--- src/rtl/core/mrrc_pkg.sv ---
// Package for the Modbus RTU response checker core.
// Holds the request codes, status codes, register indexes, result record and CRC-16 step.
// No dependencies.
package mrrc_pkg;

	typedef enum logic [1:0] {
		OP_START = 2'd0,
		OP_BYTE  = 2'd1,
		OP_TICK  = 2'd2,
		OP_NONE  = 2'd3
	} opcode_t;

	typedef enum logic [1:0] {
		ST_OK        = 2'd0,
		ST_EXCEPTION = 2'd1,
		ST_SHORT     = 2'd2,
		ST_CRC_ERROR = 2'd3
	} status_t;

	localparam logic [2:0] REG_EXPECTED_ADDRESS = 3'd0;
	localparam logic [2:0] REG_REGISTER_COUNT   = 3'd1;
	localparam logic [2:0] REG_DATA_BYTE_COUNT  = 3'd2;
	localparam logic [2:0] REG_FIRST_TIMEOUT    = 3'd3;
	localparam logic [2:0] REG_GAP_TIMEOUT      = 3'd4;

	localparam logic [15:0] CRC_INIT       = 16'hFFFF;
	localparam logic [15:0] CRC_POLY       = 16'hA001;
	localparam logic [7:0]  EXC_FLAG       = 8'h80;
	localparam logic [7:0]  EXC_DEFAULT    = 8'd3;
	localparam logic [7:0]  MAX_LENGTH     = 8'd255;
	localparam logic [7:0]  MIN_CRC_LENGTH = 8'd6;
	localparam logic [2:0]  HDR_SHORT      = 3'd3;
	localparam logic [2:0]  HDR_LONG       = 3'd4;

	typedef struct packed {
		logic [7:0] frame_length;
		logic [7:0] exception_code;
		logic [1:0] status;
		logic [7:0] byte_index;
		logic [7:0] data_byte;
		logic       kind;
		logic       last;
	} result_t;

	function automatic logic [15:0] crc16_byte(input logic [15:0] crc_in, input logic [7:0] b);
		logic [15:0] c;
		c = crc_in ^ {8'd0, b};
		for (int k = 0; k < 8; k++) begin
			if (c[0]) begin
				c = (c >> 1) ^ CRC_POLY;
			end else begin
				c = c >> 1;
			end
		end
		return c;
	endfunction

endpackage

--- src/rtl/core/modbus_rtu_response_checker_core.sv ---
// Modbus RTU response checker, top level.
// Frame tracking, running CRC-16 and a four-entry result queue; uses mrrc_pkg.
//
// One request (start, received byte or millisecond tick) is accepted per clock cycle while
// s_axis_tready is high, and its results enter the result queue at the same edge, so a result
// can leave in the next cycle. A byte that closes a frame yields two results, the byte and the
// frame status, and the output side passes them one at a time; s_axis_tready is high while the
// four-entry result queue has at least two free places, so a steady rate of one request per cycle
// holds while the output takes one result per cycle and at most every other request closes a frame.
module modbus_rtu_response_checker_core
	import mrrc_pkg::*;
(
	input  logic        clk,
	input  logic        arst_n,
	input  logic        cfg_we,
	input  logic [2:0]  cfg_index,
	input  logic [7:0]  cfg_data,
	input  logic        s_axis_tvalid,
	output logic        s_axis_tready,
	input  logic [7:0]  s_axis_tdata,   // [7:0] rx_byte
	input  logic [1:0]  s_axis_tuser,   // [1:0] opcode
	output logic        m_axis_tvalid,
	input  logic        m_axis_tready,
	output logic [39:0] m_axis_tdata,   // [7:0] data_byte, [15:8] byte_index, [17:16] status,
	                                    // [25:18] exception_code, [33:26] frame_length, zero above
	output logic        m_axis_tuser,   // [0] kind
	output logic        m_axis_tlast    // last
);

	logic [7:0]  expected_address_q;
	logic [6:0]  register_count_q;
	logic [7:0]  data_byte_count_q;
	logic [7:0]  first_timeout_q;
	logic [7:0]  gap_timeout_q;

	logic        receiving_q;
	logic [7:0]  stored_length_q;
	logic [2:0]  header_length_q;
	logic [7:0]  function_byte_q;
	logic [7:0]  third_byte_q;
	logic [15:0] crc_q;
	logic [7:0]  delayed0_q;
	logic [7:0]  delayed1_q;
	logic [7:0]  timeout_q;

	logic        receiving_d;
	logic [7:0]  stored_length_d;
	logic [2:0]  header_length_d;
	logic [7:0]  function_byte_d;
	logic [7:0]  third_byte_d;
	logic [15:0] crc_d;
	logic [7:0]  delayed0_d;
	logic [7:0]  delayed1_d;
	logic [7:0]  timeout_d;

	result_t     res0;
	result_t     res1;
	logic [1:0]  res_count;

	result_t     queue_q [4];
	logic [1:0]  wr_ptr_q;
	logic [1:0]  rd_ptr_q;
	logic [2:0]  fill_q;

	logic        accept;
	logic        pop;
	opcode_t     op;
	logic [7:0]  rx;

	assign accept = s_axis_tvalid && s_axis_tready;
	assign pop    = m_axis_tvalid && m_axis_tready;
	assign op     = opcode_t'(s_axis_tuser);
	assign rx     = s_axis_tdata;

	always_comb begin
		logic [8:0]  data_len;
		logic [9:0]  target;
		logic [7:0]  tick_left;
		logic        finish;
		result_t     status_res;

		receiving_d     = receiving_q;
		stored_length_d = stored_length_q;
		header_length_d = header_length_q;
		function_byte_d = function_byte_q;
		third_byte_d    = third_byte_q;
		crc_d           = crc_q;
		delayed0_d      = delayed0_q;
		delayed1_d      = delayed1_q;
		timeout_d       = timeout_q;
		res0            = '0;
		res1            = '0;
		res_count       = 2'd0;
		finish          = 1'b0;
		data_len        = '0;
		target          = '0;
		tick_left       = '0;
		status_res      = '0;

		case (op)
			OP_START: begin
				receiving_d     = 1'b1;
				stored_length_d = 8'd0;
				header_length_d = HDR_SHORT;
				function_byte_d = 8'd0;
				third_byte_d    = 8'd0;
				crc_d           = CRC_INIT;
				delayed0_d      = 8'd0;
				delayed1_d      = 8'd0;
				timeout_d       = first_timeout_q;
			end
			OP_TICK: begin
				if (receiving_q) begin
					tick_left = (timeout_q != 8'd0) ? timeout_q - 8'd1 : 8'd0;
					timeout_d = tick_left;
					finish    = (tick_left == 8'd0);
				end
			end
			OP_BYTE: begin
				if (receiving_q) begin
					timeout_d = gap_timeout_q;
					if (stored_length_q != 8'd0 || rx == expected_address_q) begin
						res0.data_byte  = rx;
						res0.byte_index = stored_length_q;
						res_count       = 2'd1;
						if (stored_length_q >= 8'd2) begin
							crc_d = crc16_byte(crc_q, delayed0_q);
						end
						delayed0_d = delayed1_q;
						delayed1_d = rx;
						if (stored_length_q == 8'd1) begin
							function_byte_d = rx;
						end
						if (stored_length_q == 8'd2) begin
							third_byte_d = rx;
							if (function_byte_q inside {8'd5, 8'd6, 8'd15, 8'd16}) begin
								header_length_d = HDR_LONG;
							end
						end
						stored_length_d = stored_length_q + 8'd1;
						data_len = (data_byte_count_q != 8'd0) ? {1'b0, data_byte_count_q}
						                                       : {1'b0, register_count_q, 1'b0};
						target = {1'b0, data_len} + {7'd0, header_length_d} + 10'd2;
						finish = ({2'd0, stored_length_d} >= target)
						      || (stored_length_d == MAX_LENGTH);
					end
				end
			end
			default: begin
			end
		endcase

		status_res.kind         = 1'b1;
		status_res.last         = 1'b1;
		status_res.frame_length = stored_length_d;
		if (stored_length_d < 8'd2) begin
			status_res.status = ST_SHORT;
		end else if ((function_byte_d & EXC_FLAG) != 8'd0) begin
			status_res.status         = ST_EXCEPTION;
			status_res.exception_code = (third_byte_d != 8'd0) ? third_byte_d : EXC_DEFAULT;
		end else if (stored_length_d < MIN_CRC_LENGTH) begin
			status_res.status = ST_SHORT;
		end else if ({delayed1_d, delayed0_d} != crc_d) begin
			status_res.status = ST_CRC_ERROR;
		end else begin
			status_res.status = ST_OK;
		end

		if (finish) begin
			receiving_d = 1'b0;
			if (res_count == 2'd1) begin
				res1      = status_res;
				res_count = 2'd2;
			end else begin
				res0      = status_res;
				res_count = 2'd1;
			end
		end
	end

	always_ff @(posedge clk or negedge arst_n) begin
		if (!arst_n) begin
			expected_address_q <= 8'd0;
			register_count_q   <= 7'd1;
			data_byte_count_q  <= 8'd0;
			first_timeout_q    <= 8'd10;
			gap_timeout_q      <= 8'd20;
		end else if (cfg_we) begin
			case (cfg_index)
				REG_EXPECTED_ADDRESS: expected_address_q <= cfg_data;
				REG_REGISTER_COUNT:   register_count_q   <= cfg_data[6:0];
				REG_DATA_BYTE_COUNT:  data_byte_count_q  <= cfg_data;
				REG_FIRST_TIMEOUT:    first_timeout_q    <= cfg_data;
				REG_GAP_TIMEOUT:      gap_timeout_q      <= cfg_data;
				default: begin
				end
			endcase
		end
	end

	always_ff @(posedge clk or negedge arst_n) begin
		if (!arst_n) begin
			receiving_q     <= 1'b0;
			stored_length_q <= 8'd0;
			header_length_q <= HDR_SHORT;
			function_byte_q <= 8'd0;
			third_byte_q    <= 8'd0;
			crc_q           <= CRC_INIT;
			delayed0_q      <= 8'd0;
			delayed1_q      <= 8'd0;
			timeout_q       <= 8'd0;
		end else if (accept) begin
			receiving_q     <= receiving_d;
			stored_length_q <= stored_length_d;
			header_length_q <= header_length_d;
			function_byte_q <= function_byte_d;
			third_byte_q    <= third_byte_d;
			crc_q           <= crc_d;
			delayed0_q      <= delayed0_d;
			delayed1_q      <= delayed1_d;
			timeout_q       <= timeout_d;
		end
	end

	always_ff @(posedge clk) begin
		if (accept && res_count != 2'd0) begin
			queue_q[wr_ptr_q] <= res0;
		end
		if (accept && res_count == 2'd2) begin
			queue_q[wr_ptr_q + 2'd1] <= res1;
		end
	end

	always_ff @(posedge clk or negedge arst_n) begin
		if (!arst_n) begin
			wr_ptr_q <= 2'd0;
			rd_ptr_q <= 2'd0;
			fill_q   <= 3'd0;
		end else begin
			if (accept) begin
				wr_ptr_q <= wr_ptr_q + res_count;
			end
			if (pop) begin
				rd_ptr_q <= rd_ptr_q + 2'd1;
			end
			fill_q <= fill_q + (accept ? {1'b0, res_count} : 3'd0) - {2'd0, pop};
		end
	end

	assign s_axis_tready = (fill_q <= 3'd2);
	assign m_axis_tvalid = (fill_q != 3'd0);
	assign m_axis_tdata  = {6'd0,
	                        queue_q[rd_ptr_q].frame_length,
	                        queue_q[rd_ptr_q].exception_code,
	                        queue_q[rd_ptr_q].status,
	                        queue_q[rd_ptr_q].byte_index,
	                        queue_q[rd_ptr_q].data_byte};
	assign m_axis_tuser  = queue_q[rd_ptr_q].kind;
	assign m_axis_tlast  = queue_q[rd_ptr_q].last;

endmodule
--- config.mk ---
export PLATFORM = sky130hd
export DESIGN_NAME = modbus_rtu_response_checker_core
export DESIGN_NICKNAME = d
export VERILOG_FILES = /design/src/rtl/core/mrrc_pkg.sv /design/src/rtl/core/modbus_rtu_response_checker_core.sv
export SDC_FILE = /design/constraint.sdc
export NUM_CORES = 1
export LEC_CHECK = 0
export ABC_AREA = 0
export BUFFER_PORTS_ARGS = -buffer_cell sky130_fd_sc_hd__buf_2
export CORE_MARGIN = 2
export CORE_UTILIZATION = 50
export DETAILED_ROUTE_END_ITERATION = 16
export PLACE_DENSITY = 0.68
export SLEW_MARGIN = 10
export SYNTH_ARGS = -nofsm -noshare
export SYNTH_HDL_FRONTEND = slang
export SYNTH_SLANG_ARGS = --single-unit
--- constraint.sdc ---
create_clock -name clk -period 11 [get_ports clk]
set_input_delay 0.55 -clock clk [delete_from_list [all_inputs] [get_ports clk]]
set_output_delay 0.55 -clock clk [all_outputs]
set_load 0.01 [all_outputs]
---- Word level (Yosys, flattened, before mapping) ----
Memory sizes are Yosys's and may differ from the RTL's.
Index checks and enable logic that the tools add are counted.
word-level totals
  output and inout port bits .............. 44
  input port bits ......................... 26
  bits in writable memories ............... 144
  logic and storage cells ................. 191
  memories ................................ 1
  bits in registers ....................... 114
cells by class
  bitwise operators ....................... 9
  add/sub/neg operators ................... 9
  reduce and logical (&&, ||, !) cells .... 28
  order comparisons ....................... 5
  eq/ne operators ......................... 21
  muxes and demuxes ....................... 100
memory list
  memory   depth  width  read ports  clocked after memory_dff  wr ports  RTL line                                source
  queue_q  4      36     1           0                         2         modbus_rtu_response_checker_core.sv:60  result_t queue_q [4];
operators with widths
  operator              number
  $mux 16               42
  $mux 8                19
  $mux 36               4
  $pmux 8 s2            5
  $pmux 16 s2           1
  $reduce_bool 8->1     4
  $not 2->3             8
  $pmux 8 s3            1
  $mux 3                7
  $eq 8x3->1 const B    2
  $ne 16x16->1          1
  $xor 16x8->16         1
  $mux 2                7
  $mux 1                12
  $reduce_and 2->1      6
  $add 9x2->10 const B  1
  $ge 8x10->1           1
  $add 8x3->9           1
  $add 8x1->8 const B   1
  $eq 8x1->1 const B    1
  $eq 8x2->1 const B    1
  $eq 8x4->1 const B    1
  $eq 8x5->1 const B    1
  $eq 8x8->1            1
  28 further kinds      43

---- Logic depth before layout (Yosys ltp) ----
  word-level depth ........................ 56
  depth in mapped cells ................... 31
  gate-level depth less buffers ........... 29

---- Least setup slack after synthesis ----
Ideal clock, no wire load.
  kind .................................... register -> register
  start ................................... reg stored_length_q[7]
  end ..................................... mem queue_q[0][18] (netlist bit) (enable)
  data arrival time ....................... 6.067 ns
  setup time .............................. 0.374 ns
  slack ................................... 4.559 ns
  stages on the path, launching flop included .. 27
  period minus slack after synthesis ...... 6.441 ns
  required time ........................... 10.626 ns
  path buffers ............................ 3
  path through ............................ dfrtp_1 > buf_6 > nor4_4 > and2_1 > nand2_1 > or4_1 > nor2_1 > or2_2 > ha_1 > ha_1 > a21o_1 > a21oi_1 > nor2_1 > o21ai_0 > o21ai_0 > ha_1 > o21a_1 > nor2_1 > o311ai_1 > and2_1 > clkbuf_1 > clkinv_1 > ha_1 > nor4_1 > nor2_1 > clkbuf_1 > inv_1
RTL lines
  element                 RTL line                                 source
  start, declared         modbus_rtu_response_checker_core.sv:37   logic [7:0] stored_length_q;
  start signal, assigned  modbus_rtu_response_checker_core.sv:214  stored_length_q <= stored_length_d;
  end, declared           modbus_rtu_response_checker_core.sv:60

==> reports/results.txt <==
overall power: 0.00282 W
Gates resized, CTS repair: 0
Die W: 167 um
MaxCap Viol Count: 0
Synth Area in Simple Gates: 12.5%
CTS tree: done
number of global-route vias before repair: 9639
#FFs+latches synth: 254
CTS Buffer Depth: 3
crit path kind: reg -> reg
synth warn: 0
final hold viol count: 3
Vias per Instance: 6.14
CTS Sinks: 254
Synth Area in XOR/XNOR: 4.82%
first drt pass iteration count: 6
multiplexer share of the synthesized area: 10.8%
Yosys top cell area share: 17.2%
Post-synth top cells: nor2_1, nand2_1, dfrtp_1, edfxtp_1, o21ai_0
Residual DRC: 0
Tcrit/Tclk final: 71.8%
Hold Path Class: in -> async
ys async rst share: 44.9%
layout cells sized above 1: 19.9%
Tmin final: 7900 ps
# IOs: 70
met2 wire len: 15700 um
slew of the pin with the lowest slew margin: 1170 ps
largest net degree at the start of global routing: 73
Setup Fix Bufs, Post-CTS: 0
Clock Latency Late Sink: 550 ps
Max Clock Skew: 13.7 ps
max-slew violation count: 0
most common flop cell mapped by yosys: dfrtp_1
most frequent cell after synthesis: nor2_1
Die Span Y: 167 um
IO Port Bufs: 63
area post-placement: 0.0138 mm2
final worst slack: 3100 ps
reg2reg setup slack: 3100 ps
Finished Cell Area: 0.0147 mm2
Syn Area/Cell: 10.9 um2
post-synthesis sequential area ratio: 48.4%
WL met1: 15000 um
main combinational cell family by area after synthesis: compound AO/OA/AOI/OAI gates
first-pass GRT wire length: 54300 um
Filler cells: 2192
WL per Instance: 20.9 um
Post-Place Setup Slack: 3250 ps
Worst VDD drop: 0.000270 V
total grt overflow: 0
worst r2r src: stored_length_q[6]
number of setup violations in the final report: 0
gpl congestion: 0.904
n_diodes: 0
htree depth: 1
full die area: 0.0279 mm2
Final Instance Count excl. Fillers: 1599
Layout area overhead: 10.5%
drt initial violations: 793
cell count after synthesis: 1219
via count: 9822
Mapped Area: 0.0133 mm2
Routed Antenna Nets: 0
DR top layer: met5
Yosys top cell by area: edfxtp_1
Slew headroom: 22.0%
Total Neg Setup Slack: 0 ps
reg2reg end: queue_q[1][18]
crit path max fanout: 14
CP Capture Type: register
Worst EP arrival: 8230 ps
final wirelength: 33400 um
Synth Area in Adders: 3.40%
status: finished with violations
WP data required: 11340 ps
routed wl met3: 1920 um
estimated wirelength of the detail-placed design: 22900 um
setup repair after global routing missed its margin: no
Final Net Count: 1304
crit start category: register
number of buffers created by CTS: 27
post-synth cell types: 78
worst hold slack: -6.55 ps
Reg clk slew, reported paths: 60 ps
CTS root buf: clkbuf_16
failing checks: hold timing
placed insts: 1549
Synth area leaders: edfxtp_1, dfrtp_1, dfxtp_1
number of synthesized flops with an enable pin: 76
Hold-fix buffers, CTS: 0
antenna violations before repair: 1
cell area power density: 192 mW/mm2
GRT Util Overall: 24.1%
Pleak: 5.66 nW
post-synthesis compound-gate area fraction: 16.0%
Site Rows: 59
Placeable Area: 0.0261 mm2
Initial Utilization: 51.1%
worst r2r path cells: 24
Fmax: 0.127 GHz
==> cells in the final DEF (no fill, tap or decap), drive strengths merged, types with 6 or more instances in the layout <==
cell,synthesis,routed
buf,35,79
a21oi,49,49
conb,1,6
dfstp,23,23
dfxtp,64,64
mux2i,12,12
a21o,12,12
nor3,9,9
a32o,33,33
nand2,111,111
o22ai,6,6
xnor2,40,40
xor2,22,22
or3,7,7
clkinv,2,7
a211oi,9,9
inv,27,32
a31oi,7,7
mux2,47,47
clkbuf,54,34
dfrtp,91,91
ha,33,33
nand3,24,24
and3,17,17
o31ai,6,6
nand2b,6,6
nor4,11,11
nand4,14,14
o211ai,13,13
mux4,35,35
nor2b,7,7
a22oi,7,7
a22o,45,45
o21ai,70,70
nor2,122,122
edfxtp,76,76
and2,10,10
==> critical path, stage by stage (launching register included) <==
cell and delay [ps]:
dfrtp_1 510, nor4_4 400, and2_1 220, nand2_1 200, or4_1 490, nor2_1 170, or2_2 150, ha_1 260
ha_1 300, a21o_1 150, a21oi_1 270, nor2_1 80, o21ai_0 160, o21ai_0 110, ha_1 280, o21a_1 120
nor2_1 40, o311ai_1 810, and2_1 450, clkinv_1 310, ha_1 360, or3_1 520, o21ai_0 320, nand3_1 560
a211oi_1 440
==> power by group <==
part | switching (W) | internal (W)
Combinational | 0.000361 | 0.000320
Sequential | 0.000115 | 0.00106
Clock | 0.000382 | 0.000581
Total | 0.000858 | 0.00196
==> cells by family after synthesis <==
family | Yosys count
other | 1
buffers and inverters | 118
AO/OA/AOI/OAI | 297
AND/OR/NAND/NOR | 354
multiplexers | 94
adder cells (fa/ha/maj) | 35
XOR/XNOR | 66
flip-flops | 254
==> sequential cells by signal (all words and copies together) (netlist names), 7 cells and up <==
register	cells
crc_q	16
data_byte_count_q	8
delayed0_q	8
delayed1_q	8
expected_address_q	8
first_timeout_q	8
function_byte_q	8
gap_timeout_q	8
queue_q	140
register_count_q	7
stored_length_q	8
third_byte_q	8
timeout_q	8
==> per-stage QoR <==
step	hold WS, ps	util (%)
after global placement	430	52.8
after global routing	36.5	56.4
final	-6.55	56.4
after detailed placement	442	52.8
after CTS	2.68	56.4
after floorplan	254	-
==> cell type report <==
class,count,area [um2],share of cell area [%]
inverters,29,111,0.757
flip-flops and latches,254,6450,43.8
well taps,335,419,2.85
repair buffers,79,438,2.98
multi-input cells,852,6340,43.1
clock inverters,16,194,1.32
clock buffers,34,754,5.13
==> worst max-delay path by stage <==
stage / startpoint / end / slack [ps]
4_1_cts: stored_length_q[7] / queue_q[1][18] / 3140
3_3_place_gp: stored_length_q[7] / queue_q[2][19] / 3460
6_report: stored_length_q[6] / queue_q[1][18] / 3100
2_1_floorplan: stored_length_q[7] / queue_q[0][18] / 4560
3_5_place_dp: stored_length_q[7] / queue_q[2][19] / 3250
5_1_grt: stored_length_q[7] / queue_q[2][19] / 2450
==> metal layers <==
layer	global-route usage, %	vias to the layer above
met2	39.0	349
met5	0	-
li1	-	4567
met1	34.2	4842
met3	3.64	62
met4	6.45	2
Note: power is estimated with default switching activity, not from simulation.
